--- src/rtl/core/pshc_pkg.sv ---
package pshc_pkg;

  typedef enum logic [2:0] {
    PhIdle      = 3'd0,
    PhConfirm   = 3'd1,
    PhScanSw    = 3'd2,
    PhScanPay   = 3'd3,
    PhWaitClose = 3'd4,
    PhWaitOpen  = 3'd5
  } phase_e;

  typedef enum logic [1:0] {
    CfgDebounce     = 2'd0,
    CfgHopperPoll   = 2'd1,
    CfgScanAttempts = 2'd2
  } cfg_idx_e;

  localparam int unsigned CfgIdxW  = 2;
  localparam int unsigned CfgDataW = 8;
  localparam int unsigned TickW    = 8;
  localparam int unsigned AttW     = 4;
  localparam int unsigned CreditW  = 3;
  localparam int unsigned DispW    = 4;

  localparam logic [TickW-1:0]   DebounceReset  = 8'd5;
  localparam logic [TickW-1:0]   HopperPollReset = 8'd10;
  localparam logic [AttW-1:0]    ScanAttReset   = 4'd5;
  localparam logic [DispW-1:0]   DisplayZero    = 4'hF;
  localparam logic [TickW-1:0]   TickMax        = 8'hFF;

  localparam logic [CreditW-1:0] CreditTwo   = 3'd2;
  localparam logic [CreditW-1:0] CreditThree = 3'd3;
  localparam logic [CreditW-1:0] CreditFour  = 3'd4;
  localparam logic [CreditW-1:0] CreditLine  = 3'd7;

  // Credit is at most 7 in a 3-bit register, so the clip is implicit;
  // the display lines are active low.
  function automatic logic [DispW-1:0] show_credit(input logic [CreditW-1:0] c);
    show_credit = ~{1'b0, c};
  endfunction

endpackage

--- src/rtl/core/payout_switch_hopper_controller.sv ---
// Payout switch and coin hopper controller.
// Input channel (in_valid_i / in_stall_o) carries one sampled tick per
// transaction: the common payout line, the value-two, three and four switches
// and the hopper coin switch. Every tick produces exactly one output
// transaction (out_valid_o / out_stall_i) with the motor drive, the active-low
// credit display, a coin-counted strobe and a ghost-trigger strobe.
// A transaction is registered at the input, and when the pipeline next advances
// the state machine and counters update and the result register loads; results
// are presented from that register. One tick is taken every cycle while the
// receiver does not stall; the state update is a single pass through a small
// state machine with an 8-bit tick counter and a 4-bit attempt counter.
// When the receiver stalls, the result register holds its transaction, the
// input register holds its tick, and in_stall_o rises once the input register
// is also occupied; nothing is dropped or repeated.
// Reset returns the machine to idle with the motor off, the display showing
// zero credit and the timing registers at 5, 10 and 5.
// The configuration port writes register cfg_index_i with cfg_data_i on any
// edge with cfg_we_i high; it is meant to be used only while the block is idle.
module payout_switch_hopper_controller (
  input  logic                           clk_i,
  input  logic                           rst_ni,
  input  logic                           in_valid_i,
  output logic                           in_stall_o,
  input  logic                           payout_line_i,
  input  logic                           pay_two_i,
  input  logic                           pay_three_i,
  input  logic                           pay_four_i,
  input  logic                           hopper_open_i,
  output logic                           out_valid_o,
  input  logic                           out_stall_i,
  output logic                           motor_on_o,
  output logic [pshc_pkg::DispW-1:0]     display_drive_o,
  output logic                           coin_counted_o,
  output logic                           ghost_trigger_o,
  input  logic                           cfg_we_i,
  input  logic [pshc_pkg::CfgIdxW-1:0]   cfg_index_i,
  input  logic [pshc_pkg::CfgDataW-1:0]  cfg_data_i
);
  import pshc_pkg::*;

  // Configuration registers.
  logic [TickW-1:0] debounce_q, hopper_poll_q;
  logic [AttW-1:0]  scan_att_q;

  always_ff @(posedge clk_i or negedge rst_ni) begin
    if (!rst_ni) begin
      debounce_q    <= DebounceReset;
      hopper_poll_q <= HopperPollReset;
      scan_att_q    <= ScanAttReset;
    end else if (cfg_we_i) begin
      case (cfg_idx_e'(cfg_index_i))
        CfgDebounce:     debounce_q    <= cfg_data_i;
        CfgHopperPoll:   hopper_poll_q <= cfg_data_i;
        CfgScanAttempts: scan_att_q    <= cfg_data_i[AttW-1:0];
        default: ;
      endcase
    end
  end

  // The pipeline advances whenever the result register is empty or drained.
  logic in_valid_q;
  logic advance;
  logic in_accept;
  logic step;

  assign advance    = !out_valid_o || !out_stall_i;
  assign in_stall_o = in_valid_q && !advance;
  assign in_accept  = in_valid_i && !in_stall_o;
  assign step       = in_valid_q && advance;

  // Input register.
  logic payout_q, two_q, three_q, four_q, hopper_q;

  always_ff @(posedge clk_i or negedge rst_ni) begin
    if (!rst_ni) begin
      in_valid_q <= 1'b0;
    end else if (in_accept) begin
      in_valid_q <= 1'b1;
    end else if (advance) begin
      in_valid_q <= 1'b0;
    end
  end

  always_ff @(posedge clk_i) begin
    if (in_accept) begin
      payout_q <= payout_line_i;
      two_q    <= pay_two_i;
      three_q  <= pay_three_i;
      four_q   <= pay_four_i;
      hopper_q <= hopper_open_i;
    end
  end

  // Controller state.
  phase_e              phase_q, phase_d;
  logic [TickW-1:0]    tick_q, tick_d;
  logic [AttW-1:0]     att_q, att_d;
  logic [CreditW-1:0]  credits_q, credits_d;
  logic [DispW-1:0]    display_q, display_d;
  logic                motor_q, motor_d;
  logic                coin_d, ghost_d;

  logic [TickW-1:0]    tick_inc;
  logic                deb_done, poll_done;
  logic                scan_run;
  phase_e              scan_phase;
  logic                sw_exhausted;
  logic [AttW-1:0]     pay_att;
  logic                start_pay;
  logic [CreditW-1:0]  start_credit;
  logic [CreditW-1:0]  credits_dec;

  assign tick_inc  = (tick_q == TickMax) ? tick_q : tick_q + 1'b1;
  assign deb_done  = tick_inc >= debounce_q;
  assign poll_done = tick_inc >= hopper_poll_q;

  // A scan sample runs from the confirm phase (as a switch scan from attempt
  // zero) or from either scan phase once the spacing has elapsed.
  assign scan_phase   = (phase_q == PhConfirm) ? PhScanSw : phase_q;
  assign sw_exhausted = (scan_phase == PhScanSw) &&
                        (((phase_q == PhConfirm) ? '0 : att_q) >= scan_att_q);
  assign pay_att      = (sw_exhausted || phase_q == PhConfirm) ? '0 : att_q;
  assign credits_dec  = credits_q - 1'b1;

  always_comb begin
    scan_run = 1'b0;
    case (phase_q)
      PhConfirm:            scan_run = deb_done && payout_q;
      PhScanSw, PhScanPay:  scan_run = deb_done;
      default:              scan_run = 1'b0;
    endcase
  end

  // Next-state logic.
  always_comb begin
    phase_d      = phase_q;
    tick_d       = tick_q;
    att_d        = att_q;
    credits_d    = credits_q;
    display_d    = display_q;
    motor_d      = motor_q;
    coin_d       = 1'b0;
    ghost_d      = 1'b0;
    start_pay    = 1'b0;
    start_credit = CreditLine;

    case (phase_q)
      PhConfirm, PhScanSw, PhScanPay: begin
        if (!deb_done) begin
          tick_d = tick_inc;
        end else begin
          tick_d = '0;
          if (phase_q == PhConfirm && !payout_q) begin
            phase_d = PhIdle;
          end
        end
      end
      PhWaitClose: begin
        if (poll_done) begin
          tick_d = '0;
          if (!hopper_q) begin
            phase_d = PhWaitOpen;
          end
        end else begin
          tick_d = tick_inc;
        end
      end
      PhWaitOpen: begin
        if (poll_done) begin
          tick_d = '0;
          if (hopper_q) begin
            coin_d    = 1'b1;
            credits_d = credits_dec;
            display_d = show_credit(credits_dec);
            if (credits_dec == '0) begin
              motor_d = 1'b0;
              phase_d = PhIdle;
            end else begin
              phase_d = PhWaitClose;
            end
          end
        end else begin
          tick_d = tick_inc;
        end
      end
      default: begin
        // Idle, and any code that means nothing.
        phase_d = PhIdle;
        if (payout_q) begin
          phase_d = PhConfirm;
          tick_d  = '0;
        end
      end
    endcase

    if (scan_run) begin
      if (scan_phase == PhScanSw && !sw_exhausted) begin
        if (two_q) begin
          start_pay = 1'b1; start_credit = CreditTwo;
        end else if (three_q) begin
          start_pay = 1'b1; start_credit = CreditThree;
        end else if (four_q) begin
          start_pay = 1'b1; start_credit = CreditFour;
        end else begin
          phase_d = PhScanSw;
          att_d   = pay_att + 1'b1;
        end
      end else if (pay_att >= scan_att_q) begin
        phase_d = PhIdle;
        att_d   = '0;
        ghost_d = 1'b1;
      end else if (payout_q) begin
        start_pay    = 1'b1;
        start_credit = CreditLine;
      end else begin
        phase_d = PhScanPay;
        att_d   = pay_att + 1'b1;
      end

      // A starting payout sets the attempt counter to pay_att, which is zero from confirm.
      if (start_pay) begin
        att_d     = pay_att;
        credits_d = start_credit;
        display_d = show_credit(start_credit);
        motor_d   = 1'b1;
        phase_d   = PhWaitClose;
      end
    end
  end

  always_ff @(posedge clk_i or negedge rst_ni) begin
    if (!rst_ni) begin
      phase_q   <= PhIdle;
      tick_q    <= '0;
      att_q     <= '0;
      credits_q <= '0;
      display_q <= DisplayZero;
      motor_q   <= 1'b0;
    end else if (step) begin
      phase_q   <= phase_d;
      tick_q    <= tick_d;
      att_q     <= att_d;
      credits_q <= credits_d;
      display_q <= display_d;
      motor_q   <= motor_d;
    end
  end

  // Result register.
  logic out_valid_q;

  always_ff @(posedge clk_i or negedge rst_ni) begin
    if (!rst_ni) begin
      out_valid_q <= 1'b0;
    end else if (advance) begin
      out_valid_q <= in_valid_q;
    end
  end

  logic                motor_out_q, coin_out_q, ghost_out_q;
  logic [DispW-1:0]    display_out_q;

  always_ff @(posedge clk_i) begin
    if (step) begin
      motor_out_q   <= motor_d;
      display_out_q <= display_d;
      coin_out_q    <= coin_d;
      ghost_out_q   <= ghost_d;
    end
  end

  assign out_valid_o     = out_valid_q;
  assign motor_on_o      = motor_out_q;
  assign display_drive_o = display_out_q;
  assign coin_counted_o  = coin_out_q;
  assign ghost_trigger_o = ghost_out_q;

endmodule

--- config.mk ---
export PLATFORM = sky130hd
export DESIGN_NAME = payout_switch_hopper_controller
export DESIGN_NICKNAME = d
export VERILOG_FILES = /design/src/rtl/core/pshc_pkg.sv /design/src/rtl/core/payout_switch_hopper_controller.sv
export SDC_FILE = /design/constraint.sdc
export NUM_CORES = 1
export LEC_CHECK = 0
export ABC_CLOCK_PERIOD_IN_PS = 12800
export BUFFER_PORTS_ARGS = -buffer_cell sky130_fd_sc_hd__buf_2
export CAP_MARGIN = 20
export CORE_ASPECT_RATIO = 2
export CORE_MARGIN = 2
export CORE_UTILIZATION = 57
export CTS_CLUSTER_DIAMETER = 100
export CTS_CLUSTER_SIZE = 14
export DETAILED_ROUTE_END_ITERATION = 8
export PLACE_DENSITY = 0.76
export SLEW_MARGIN = 20
export SYNTH_ARGS = -nofsm -noshare
export SYNTH_HDL_FRONTEND = slang
export SYNTH_SLANG_ARGS = --single-unit
--- constraint.sdc ---
create_clock -name clk_i -period 12.8 [get_ports clk_i]
set_input_delay 1.28 -clock clk_i [delete_from_list [all_inputs] [get_ports clk_i]]
set_output_delay 1.28 -clock clk_i [all_outputs]
set_load 0.02 [all_outputs]
* Yosys cells after proc, flatten, opt, wreduce, memory -nomap -nowiden
Index checks and enable logic that the tools add are counted.
Storage, ports and cells: bits in registers 57, bits of input ports 20, output and inout bits 9, word-level logic and storage cells 137
Operators by class: add/sub/neg operators 3, order comparisons 4, equality and inequality tests 13, mux-type cells 65, bitwise logic cells 3, reduce and logical (&&, ||, !) cells 29
Operator list (count):
- $mux 3 | 25
- $mux 4 | 14
- $mux 8 | 4
- $mux 1 | 18
- $ge 8x8->1 | 2
- $pmux 8 s2 | 1
- $reduce_and 2->1 | 5
- $eq 3x2->1 const B | 3
- $ne 3x2->1 const B | 3
- $pmux 3 s3 | 1
- $add 8x1->8 const B | 1
- $eq 8x8->1 const B | 1
- $ge 4x4->1 | 2
- $not 3->4 | 2
- $logic_and 1x1->1 | 7
- $eq 3x3->1 const B | 2
- $logic_not 1->1 | 6
- $reduce_and 6->1 | 1
- $reduce_or 2->1 | 3
- $add 4x1->4 const B | 1
- $ne 4x1->1 const B | 1
- $eq 3x1->1 const B | 1
- $logic_not 3->1 | 1
- $reduce_bool 3->1 | 1
- other kinds (10) | 11

* Logic depth before layout (Yosys ltp)
Gate-level depths: netlist of run 1.
depth after elaboration 12, gate-level depth with buffers 17, mapped depth without buffers 16

* Worst setup path before layout of run 1
No wires, ideal clock.
path kind register to register, from reg phase_q[1], to reg credits_q[0], library setup time 149 ps, data arrival time 3923 ps, data required time 12651 ps, setup slack 8727 ps, cell stages (with the launch flop) 17, buffers on the path 1, period minus slack after synthesis 4073 ps, cell sequence dfrtp_1 -> buf_2 -> nand2b_1 -> or2_2 -> and2_1 -> ha_1 -> a2111oi_4 -> o41ai_1 -> nor2b_1 -> inv_1 -> ha_1 -> nand2b_1 -> a2111oi_2 -> o21ai_2 -> o22a_1 -> o21ai_1 -> a41oi_1
Between the ends: word-level cells in the longest chain between the ends 12, elaborated cells between the ends (all ways) 24, classes of those cells order compare: 2; eq/ne: 5; mux: 12; reduce/logical: 5
Ends and longest elaborated chain:
- start, declared | line payout_switch_hopper_controller.sv:95 | phase_e phase_q, phase_d;
- start signal, assigned | line payout_switch_hopper_controller.sv:233 | phase_q <= PhIdle;
- start signal, assigned | line payout_switch_hopper_controller.sv:240 | phase_q <= phase_d;
- $eq 3x1->1
- $mux 4 or $mux 3 (tied branches) | line payout_switch_hopper_controller.sv:121, payout_switch_hopper_controller.sv:119
- $ge 4x4->1 or $eq 3x2->1 (tied branches) | line payout_switch_hopper_controller.sv:121, payout_switch_hopper_controller.sv:120, payout_switch_hopper_controller.sv:197
- $logic_and 1x1->1 | line payout_switch_hopper_controller.sv:120 | assign sw_exhausted = (scan_phase == PhScanSw) &&
- $logic_or 1x1->1 | line payout_switch_hopper_controller.sv:122 | assign pay_att = (sw_exhausted || phase_q == PhConfirm) ? '0 : att_q;
- $mux 4 | line payout_switch_hopper_controller.sv:122
- $ge 4x4->1 | line payout_switch_hopper_controller.sv:208 | end else if (pay_att >= scan_att_q) begin
- $mux 1 | line payout_switch_hopper_controller.sv:208
- $mux 1 | line payout_switch_hopper_controller.sv:197 | if (scan_phase == PhScanSw && !sw_exhausted) begin
- $mux 1 | line payout_switch_hopper_controller.sv:196 | if (scan_run) begin
- $mux 3 | line payout_switch_hopper_controller.sv:221 | if (start_pay) begin
- $mux 3 (*) | line payout_switch_hopper_controller.sv:196
- end signal, assigned | line payout_switch_hopper_controller.sv:243 | credits_q <= credits_d;
- end, declared | line payout_switch_hopper_controller.sv:98 | logic [CreditW-1:0] credits_q, credits_d;
Mark *: on every way between the ends. The rest lies on a longest branch, timed or not. The select of a mux whose other input is x is not followed. A chain may end at the register's enable or synchronous reset.

* Worst setup path in the final report of run 1
Ends and elaborated chain as after synthesis.

==> impl_metrics.ini, run 1 <==
[worst_setup_path]
cp_slowest_cell = o41ai_1
critPathLaunchType = flop
cp.arrival_ns = 4.91
cp_cell_sequence = nand2b_1 > or2_2 > and2_1 > ha_1 > a2111oi_4 > o41ai_1 > nor2b_1 > inv_1 > ha_1 > nand2b_1 > a2111oi_2 > o21ai_2 > o22a_1 > o21ai_1 > a41oi_1
critPathCaptureType = flop
slowest_delay_ns = 0.77
crit_type = flop to flop
cp_max_fo = 10
r2r_cells = 15
crit_required_ns = 12.98

[global_route]
grt_usage = 0.277
antenna_found_initial = 0
grt_pass1_vias = 2916
grt_max_degree = 46
grt_pass1_wl_mm = 13.8
grt_overflow = 0

[power_and_ir_drop]
pwr-share-seq = 0.292
combPwrFrac = 0.425
p_clk_frac = 0.283
netSwitchingPower_uw = 338
finalPower_uw = 876
peakVddDrop_mv = 0.134
switching_share = 0.386
internal_power_uw = 538
power_density_nw_per_um2 = 218
p_leak_nw = 1.85

[final_layout]
antennaDiodeCount = 0
fin_util = 0.670
layout-drive-gt1-share = 0.205
final-seq-area_um2 = 1500
final_cell_area_um2 = 4020
nets = 434
final_common_cell = dfrtp_1
layout_common_cells = 35 x dfrtp_1, 33 x nand2_1, 28 x inv_1, 28 x ha_1, 27 x buf_2
multi_input_area_um2 = 1880
finalNonFillerCells = 454
synthToLayoutAreaGrowth_pct = 13.5
n_fill_cell = 483

[route]
drt_iter0_markers = 130
via_per_inst = 6.22
drcViolationCount = 0
firstDrtPassIters = 4
vias = 2824
routedWlPerCell_um = 19.1
wl_mm = 8.65
antenna_violating_nets_post_route = 0

[sta]
drv_slew = 0
maxSlewHeadroom = 0.451
setup_viol = 0
final.setup_skew_ns = 0.0106
whs_ns = 0.500
hold_viol = 0
tightest_slew_ns = 0.812
timing.fmax_mhz = 211
rsz0062_at_grt = false
fin_ws_ns = 8.07
fin_crit_ns = 4.73
finalCritPeriodShare = 0.370
setup_tns_ns = 0

[synthesis]
yosys-top-cells-area = dfrtp_1 25%, edfxtp_1 10%, ha_1 9.9%
yosysWarnings = 0
ys_seq_area_frac = 0.423
synth_area_um2 = 3540
synth_area_per_cell_um2 = 9.98
synth_seq_cells = 57
synth_top_cell_by_area = dfrtp_1
synth-async-reset-ratio = 0.789
yosysUniqueCellTypes = 65
syn_nets = 403
synth_top_area_share = 0.247
synth_cells = 355
synthFlopType = dfrtp_1
synth_edf_count = 12

[min_path]
hp-class = flop to flop
hold_depth = 2

[clock_tree]
clock-sinks = 57
cts_buffers = 9
postCtsSetupBuffers = 0
root_buffer = clkbuf_16
ctsResizeCount = 0
clk_pin_slew_worst_paths_ns = 0.05
cts_hold_buf = 0
clk_latency_ns = 0.33
ctsHtreeMaxLevel = 3
tritoncts = yes
clock_path_buffers = 2

[floorplan]
ios = 29
die_h_um = 116
fp.dieW_um = 59.8
fp-row-count = 40
die_area_um2 = 6900
core_um2 = 6010
initial_utilization = 0.590

[placement]
io_buffers = 28
dp_cells = 438
place_ws_ns = 8.17
gp_congestion = 0.948
postPlaceCellArea_um2 = 3710
dpl.hpwl_mm = 6.28

[outcome]
status = finished clean

[run]
maxCapViolCount = 0
worst max-delay path, delay by kind of cell, from the launching register on:
kind	cells	cell delay (ns)
adder cells (fa/ha/maj)	2	0.54
AO/OA/AOI/OAI	7	2.35
buffers and inverters	1	0.10
AND/OR/NAND/NOR	5	1.10
flip-flops	1	0.48
layout make-up:
class | instances | area share
clock buffers | 14 | 0.0684
well taps | 63 | 0.0196
flip-flops and latches | 57 | 0.373
repair buffers | 29 | 0.0373
inverters | 28 | 0.0261
clock inverters | 2 | 0.00871
multi-input cells | 261 | 0.467
path summary, 6_finish.rpt:
path	to	start	slack [ns]
max	credits_q[0]	phase_q[1]	8.07
min	motor_q	motor_q	0.50
max reg2reg	credits_q[0]	phase_q[1]	8.07
min reg2reg	motor_q	motor_q	0.50
max in group asynchronous	tick_q[2]	rst_ni	11.42
min in group asynchronous	att_q[2]	rst_ni	0.96
logic make-up (layout without fill, tap and decap cells):
family / after synthesis / count (layout) / share of synthesized area
mux: 19 / 19 / 0.0586
simple gates: 113 / 113 / 0.167
compound gates: 96 / 96 / 0.194
buf+inv: 37 / 73 / 0.0466
flops: 57 / 57 / 0.423
fa+ha+maj: 28 / 28 / 0.0988
xor+xnor: 5 / 5 / 0.0124
flip-flops by register name, indices dropped and copies added, names as in the netlist:
register / cells
motor_q: 1
ghost_trigger_o: 1
out_valid_o: 1
tick_q: 8
att_q: 4
coin_counted_o: 1
three_q: 1
display_drive_o: 4
display_q: 4
motor_on_o: 1
scan_att_q: 4
hopper_poll_q: 8
payout_q: 1
credits_q: 3
debounce_q: 8
in_valid_q: 1
hopper_q: 1
phase_q: 3
two_q: 1
four_q: 1
power groups by stage:
| stage | sequential (mW) | clock [mW] | combinational [mW] |
|---|---|---|---|
| final | 0.256 | 0.248 | 0.372 |
| after global routing | 0.261 | 0.259 | 0.408 |
| after CTS | 0.255 | 0.252 | 0.369 |
| after detailed placement | 0.258 | 0 | 0.361 |
| after global placement | 0.257 | 0 | 0.352 |
| after floorplan | 0.246 | 0 | 0.290 |
cells in the mapped netlist (4+ instances only):
cell type and count:
dfstp_2 10, nand2b_1 11, mux2_2 14, nor2b_1 5
dfrtp_1 35, inv_1 28, o21ai_0 22, mux2i_1 5
nand3_1 8, a21oi_1 19, o21ai_1 6, nor3_1 4
edfxtp_1 12, o21a_1 6, nand2_1 33, and2_1 7
nor2_1 22, ha_1 28
metal layers:
layer | vias to the layer above | GRT usage | wire length, um
met5 | - | 0 | 0
met4 | 0 | 0.206 | 631
met3 | 42 | 0.0580 | 217
met2 | 72 | 0.486 | 4730
met1 | 1347 | 0.271 | 3080
li1 | 1363 | - | -
Power figures use the tool's default switching activity.
==> run 2, diff against run 1 <==
Settings changed: ABC_CLOCK_PERIOD_IN_PS 12800 to 4800.
Clock period 12.8 ns to 4.8 ns, I/O delays scaled along.
==> impl_metrics.ini, run 2 (same netlist as run 1, synthesis figures left out) <==
[final_layout]
layout_common_cells = 35 x dfrtp_1, 33 x nand2_1, 28 x inv_1, 28 x ha_1, 27 x buf_2
final_cell_area_um2 = 4070
top_regs = debounce_q (8), hopper_poll_q (8), tick_q (8)
multi_input_area_um2 = 1900
n_fill_cell = 467
synthToLayoutAreaGrowth_pct = 14.8
antennaDiodeCount = 0
layout-drive-gt1-share = 0.214
final_common_cell = dfrtp_1
final-seq-area_um2 = 1500
nets = 436

[worst_setup_path]
cp.arrival_ns = 4.50
path_buf_inv = 1
critPathCaptureType = flop
crit_type = flop to flop
critPathLaunchType = flop
r2r_slack_ns = 0.36
cp-startpoint = phase_q[1]
slowest_delay_ns = 0.49
timing.rr.start = phase_q[1]
r2r_end = display_drive_o[1]
crit_required_ns = 4.86
r2r_cells = 15
crit_family = compound AO/OA/AOI/OAI gates
cp_max_fo = 10
cp_cell_sequence = nand2b_1 > or2_2 > and2_1 > ha_1 > a2111oi_4 > o41ai_1 > nor2b_1 > inv_1 > ha_1 > nand2b_1 > a2111oi_4 > o21ai_2 > o22a_1 > nor2_1 > o21ai_0
cp_slowest_cell = dfrtp_1

[clock_tree]
ctsHtreeMaxLevel = 3
root_buffer = clkbuf_16
tritoncts = yes
ctsResizeCount = 0
clk_latency_ns = 0.33
cts_hold_buf = 0
clock-sinks = 57
clock_path_buffers = 2
cts_buffers = 9
clk_pin_slew_worst_paths_ns = 0.05
postCtsSetupBuffers = 0

[global_route]
antenna_found_initial = 0
grt_pass1_vias = 3014
grt_overflow = 0
grt_max_degree = 46
grt_usage = 0.279
grt_pass1_wl_mm = 14.0

[power_and_ir_drop]
pwr-share-seq = 0.283
p_leak_nw = 1.86
internal_power_mw = 1.47
switching_share = 0.389
power_density_nw_per_um2 = 593
finalPower_mw = 2.41
combPwrFrac = 0.433
netSwitchingPower_uw = 939
p_clk_frac = 0.284
peakVddDrop_mv = 0.422

[sta]
maxSlewHeadroom = 0.585
final.setup_skew_ns = 0.00591
rsz0062_at_grt = false
setup_tns_ns = 0
timing.fmax_mhz = 225
finalCritPeriodShare = 0.926
drv_slew = 0
tightest_slew_ns = 0.618
fin_ws_ns = 0.356
fin_crit_ns = 4.44
hold_viol = 0
setup_viol = 0

[min_path]
hp-class = primary input to asynchronous set/reset pin

[floorplan]
initial_utilization = 0.590
core_um2 = 6010
fp-row-count = 40
fp.dieW_um = 59.8
die_area_um2 = 6900
die_h_um = 116
ios = 29

[route]
drcViolationCount = 0
drt_iter0_markers = 121
firstDrtPassIters = 4
routedWlPerCell_um = 18.9
vias = 2839
wl_mm = 8.61
antenna_violating_nets_post_route = 0
via_per_inst = 6.23

[placement]
io_buffers = 28
postPlaceCellArea_um2 = 3730
place_ws_ns = 0.331
dpl.hpwl_mm = 6.40
gp_congestion = 0.932

[outcome]
status = finished clean

[run]
maxCapViolCount = 0
-- run 2: power groups by stage --
stage / combinational (mW) / sequential [mW] / clock, mW
4_1_cts: 1.00 / 0.681 / 0.693
5_1_grt: 1.16 / 0.696 / 0.714
6_report: 1.04 / 0.683 / 0.685
3_3_place_gp: 0.967 / 0.683 / 0
2_1_floorplan: 0.774 / 0.655 / 0
3_5_place_dp: 0.994 / 0.687 / 0
-- run 2: stage by stage --
stage	hold WS, ns	instances	util
after floorplan	0.184	355	-
after global placement	0.481	440	0.620
after detailed placement	0.484	440	0.620
after CTS	0.312	456	0.674
after global routing	0.192	456	0.677
final	0.145	456	0.677
-- run 2: worst max path at each step --
stage,slack (ns),cells past startpoint,end
after floorplan,0.73,16,credits_q[0]
after global placement,0.53,15,display_drive_o[1]
after detailed placement,0.33,15,display_drive_o[1]
after CTS,0.29,15,display_drive_o[1]
after global routing,0.10,15,credits_q[0]
final,0.36,15,display_drive_o[1]
-- run 2: metal layers --
metal  GRT usage  routed length, um  part of all wire
met1       0.258               2810              0.33
met2       0.511               5090              0.59
met3      0.0592                243             0.028
met4       0.191                463             0.054
met5           0                  0                 0
-- run 2: layout make-up --
cell class                      instances  area share
Clock buffer                            9      0.0554
Clock inverter                          7      0.0231
Inverter                               28      0.0258
Multi-Input combinational cell        261       0.467
Sequential cell                        57       0.369
Tap cell                               63      0.0194
Timing Repair Buffer                   31      0.0406
-- run 2: worst reg2reg max path: stages (launching register included) --
cell and delay, ns:
dfrtp_1 0.49, nand2b_1 0.21, or2_2 0.33, and2_1 0.20
ha_1 0.33, a2111oi_4 0.38, o41ai_1 0.17, nor2b_1 0.28
inv_1 0.08, ha_1 0.27, nand2b_1 0.17, a2111oi_4 0.46
o21ai_2 0.18, o22a_1 0.26, nor2_1 0.21, o21ai_0 0.15
==> run 3, diff against run 2 <==
Settings changed: ABC_CLOCK_PERIOD_IN_PS 4800 to 5700, SKIP_LAST_GASP set to 1.
Clock period 4.8 ns to 5.7 ns, I/O delays scaled along.
==> impl_metrics.ini, run 3 (same netlist as run 1, synthesis figures left out) <==
[outcome]
status = finished clean

[placement]
gp_congestion = 0.949
dpl.hpwl_mm = 6.27
postPlaceCellArea_um2 = 3710
dp_cells = 438
io_buffers = 28

[power_and_ir_drop]
power_density_nw_per_um2 = 489
peakVddDrop_mv = 0.292
p_leak_nw = 1.84

[sta]
tightest_slew_ns = 0.884
timing.fmax_mhz = 209
rsz0062_at_grt = false
fin_crit_ns = 4.79
final.setup_skew_ns = 0.0110
hold_viol = 0
setup_viol = 0
drv_slew = 0
setup_tns_ns = 0
finalCritPeriodShare = 0.840
maxSlewHeadroom = 0.403
whs_ns = 0.238

[worst_setup_path]
crit_path_end = credits_q[0]
cp.arrival_ns = 4.97
cp_slowest_cell = o41ai_1
cp_max_fo = 10
timing.rr.start = phase_q[1]
path_buf_inv = 1
r2r_end = credits_q[0]
crit_family = compound AO/OA/AOI/OAI gates
crit_required_ns = 5.88
slowest_delay_ns = 0.83
r2r_slack_ns = 0.91
critPathLaunchType = flop
critPathCaptureType = flop
cp-startpoint = phase_q[1]
cp_cell_sequence = nand2b_1 > or2_2 > and2_1 > ha_1 > a2111oi_4 > o41ai_1 > nor2b_1 > inv_1 > ha_1 > nand2b_1 > a2111oi_2 > o21ai_2 > o22a_1 > o21ai_1 > a41oi_1
r2r_cells = 15
crit_type = flop to flop
cp.depth = 15

[final_layout]
final_common_cell = dfrtp_1
final_cell_area_um2 = 4020
finalNonFillerCells = 454
antennaDiodeCount = 0
multi_input_area_um2 = 1880
synthToLayoutAreaGrowth_pct = 13.4
nets = 434
top_regs = debounce_q (8), hopper_poll_q (8), tick_q (8)
layout_common_cells = 35 x dfrtp_1, 33 x nand2_1, 28 x inv_1, 28 x ha_1, 27 x buf_2
final-seq-area_um2 = 1500
n_fill_cell = 455
layout-drive-gt1-share = 0.202
fin_util = 0.669

[global_route]
grt_pass1_wl_mm = 13.8
grt_overflow = 0
antenna_found_initial = 0
grt_max_degree = 46
grt_usage = 0.274
grt_pass1_vias = 2949

[floorplan]
die_area_um2 = 6900
die_h_um = 116
core_um2 = 6010
fp.dieW_um = 59.8
initial_utilization = 0.590
ios = 29
fp-row-count = 40

[run]
maxCapViolCount = 0

[route]
antenna_violating_nets_post_route = 0
drcViolationCount = 0
via_per_inst = 6.29
vias = 2856
wl_mm = 8.49
routedWlPerCell_um = 18.7
firstDrtPassIters = 4
drt_iter0_markers = 170

[clock_tree]
cts_hold_buf = 0
ctsResizeCount = 0
clk_pin_slew_worst_paths_ns = 0.06
clock-sinks = 57
ctsHtreeMaxLevel = 3
cts_buffers = 9
clock_path_buffers = 2
postCtsSetupBuffers = 0
clk_latency_ns = 0.34
tritoncts = yes
root_buffer = clkbuf_16

[min_path]
hp-class = primary input to asynchronous set/reset pin
==> run 3: per-stage QoR <==
stage | power [mW] | setup WS, ns
6_report | 1.97 | 0.911
5_1_grt | 2.09 | 0.612
4_1_cts | 1.96 | 0.968
3_5_place_dp | 1.39 | 1.05
3_3_place_gp | 1.37 | 1.23
2_1_floorplan | 1.20 | 1.63
==> run 3: worst min path at each step <==
stage / start / to / slack [ns] / cells past startpoint
after floorplan: rst_ni / att_q[0] / 0.27 / 0
after global placement: in_valid_q / out_valid_o / 0.48 / 1
after detailed placement: motor_q / motor_q / 0.48 / 2
after CTS: pay_four_i / four_q / 0.40 / 1
after global routing: rst_ni / att_q[2] / 0.30 / 1
final: rst_ni / att_q[3] / 0.24 / 1
==> run 3: final cells by class <==
class | instances | area share
Inverter | 28 | 0.0262
Clock buffer | 12 | 0.0588
Clock inverter | 4 | 0.0171
Sequential cell | 57 | 0.373
Tap cell | 63 | 0.0196
Multi-Input combinational cell | 261 | 0.468
Timing Repair Buffer | 29 | 0.0374
==> run 3: worst reg2reg max path, cell delays in order, from the launching register on <==
cell,delay (ns)
dfrtp_1,0.49
nand2b_1,0.20
or2_2,0.32
and2_1,0.20
ha_1,0.34
a2111oi_4,0.10
o41ai_1,0.83
nor2b_1,0.21
inv_1,0.10
ha_1,0.22
nand2b_1,0.15
a2111oi_2,0.53
o21ai_2,0.18
o22a_1,0.26
o21ai_1,0.33
a41oi_1,0.18
==> run 3: routing by layer <==
layer	track usage	up-vias	share of wire
li1	-	1355	-
met1	0.265	1366	0.34
met2	0.483	93	0.56
met3	0.0703	42	0.037
met4	0.188	0	0.062
met5	0	-	0
==> run 3: where the power goes <==
group	leakage, nW	switching, mW	internal (mW)
Sequential	0.648	0.0735	0.502
Clock	0.148	0.185	0.380
Combinational	1.05	0.496	0.329
Total	1.84	0.754	1.21
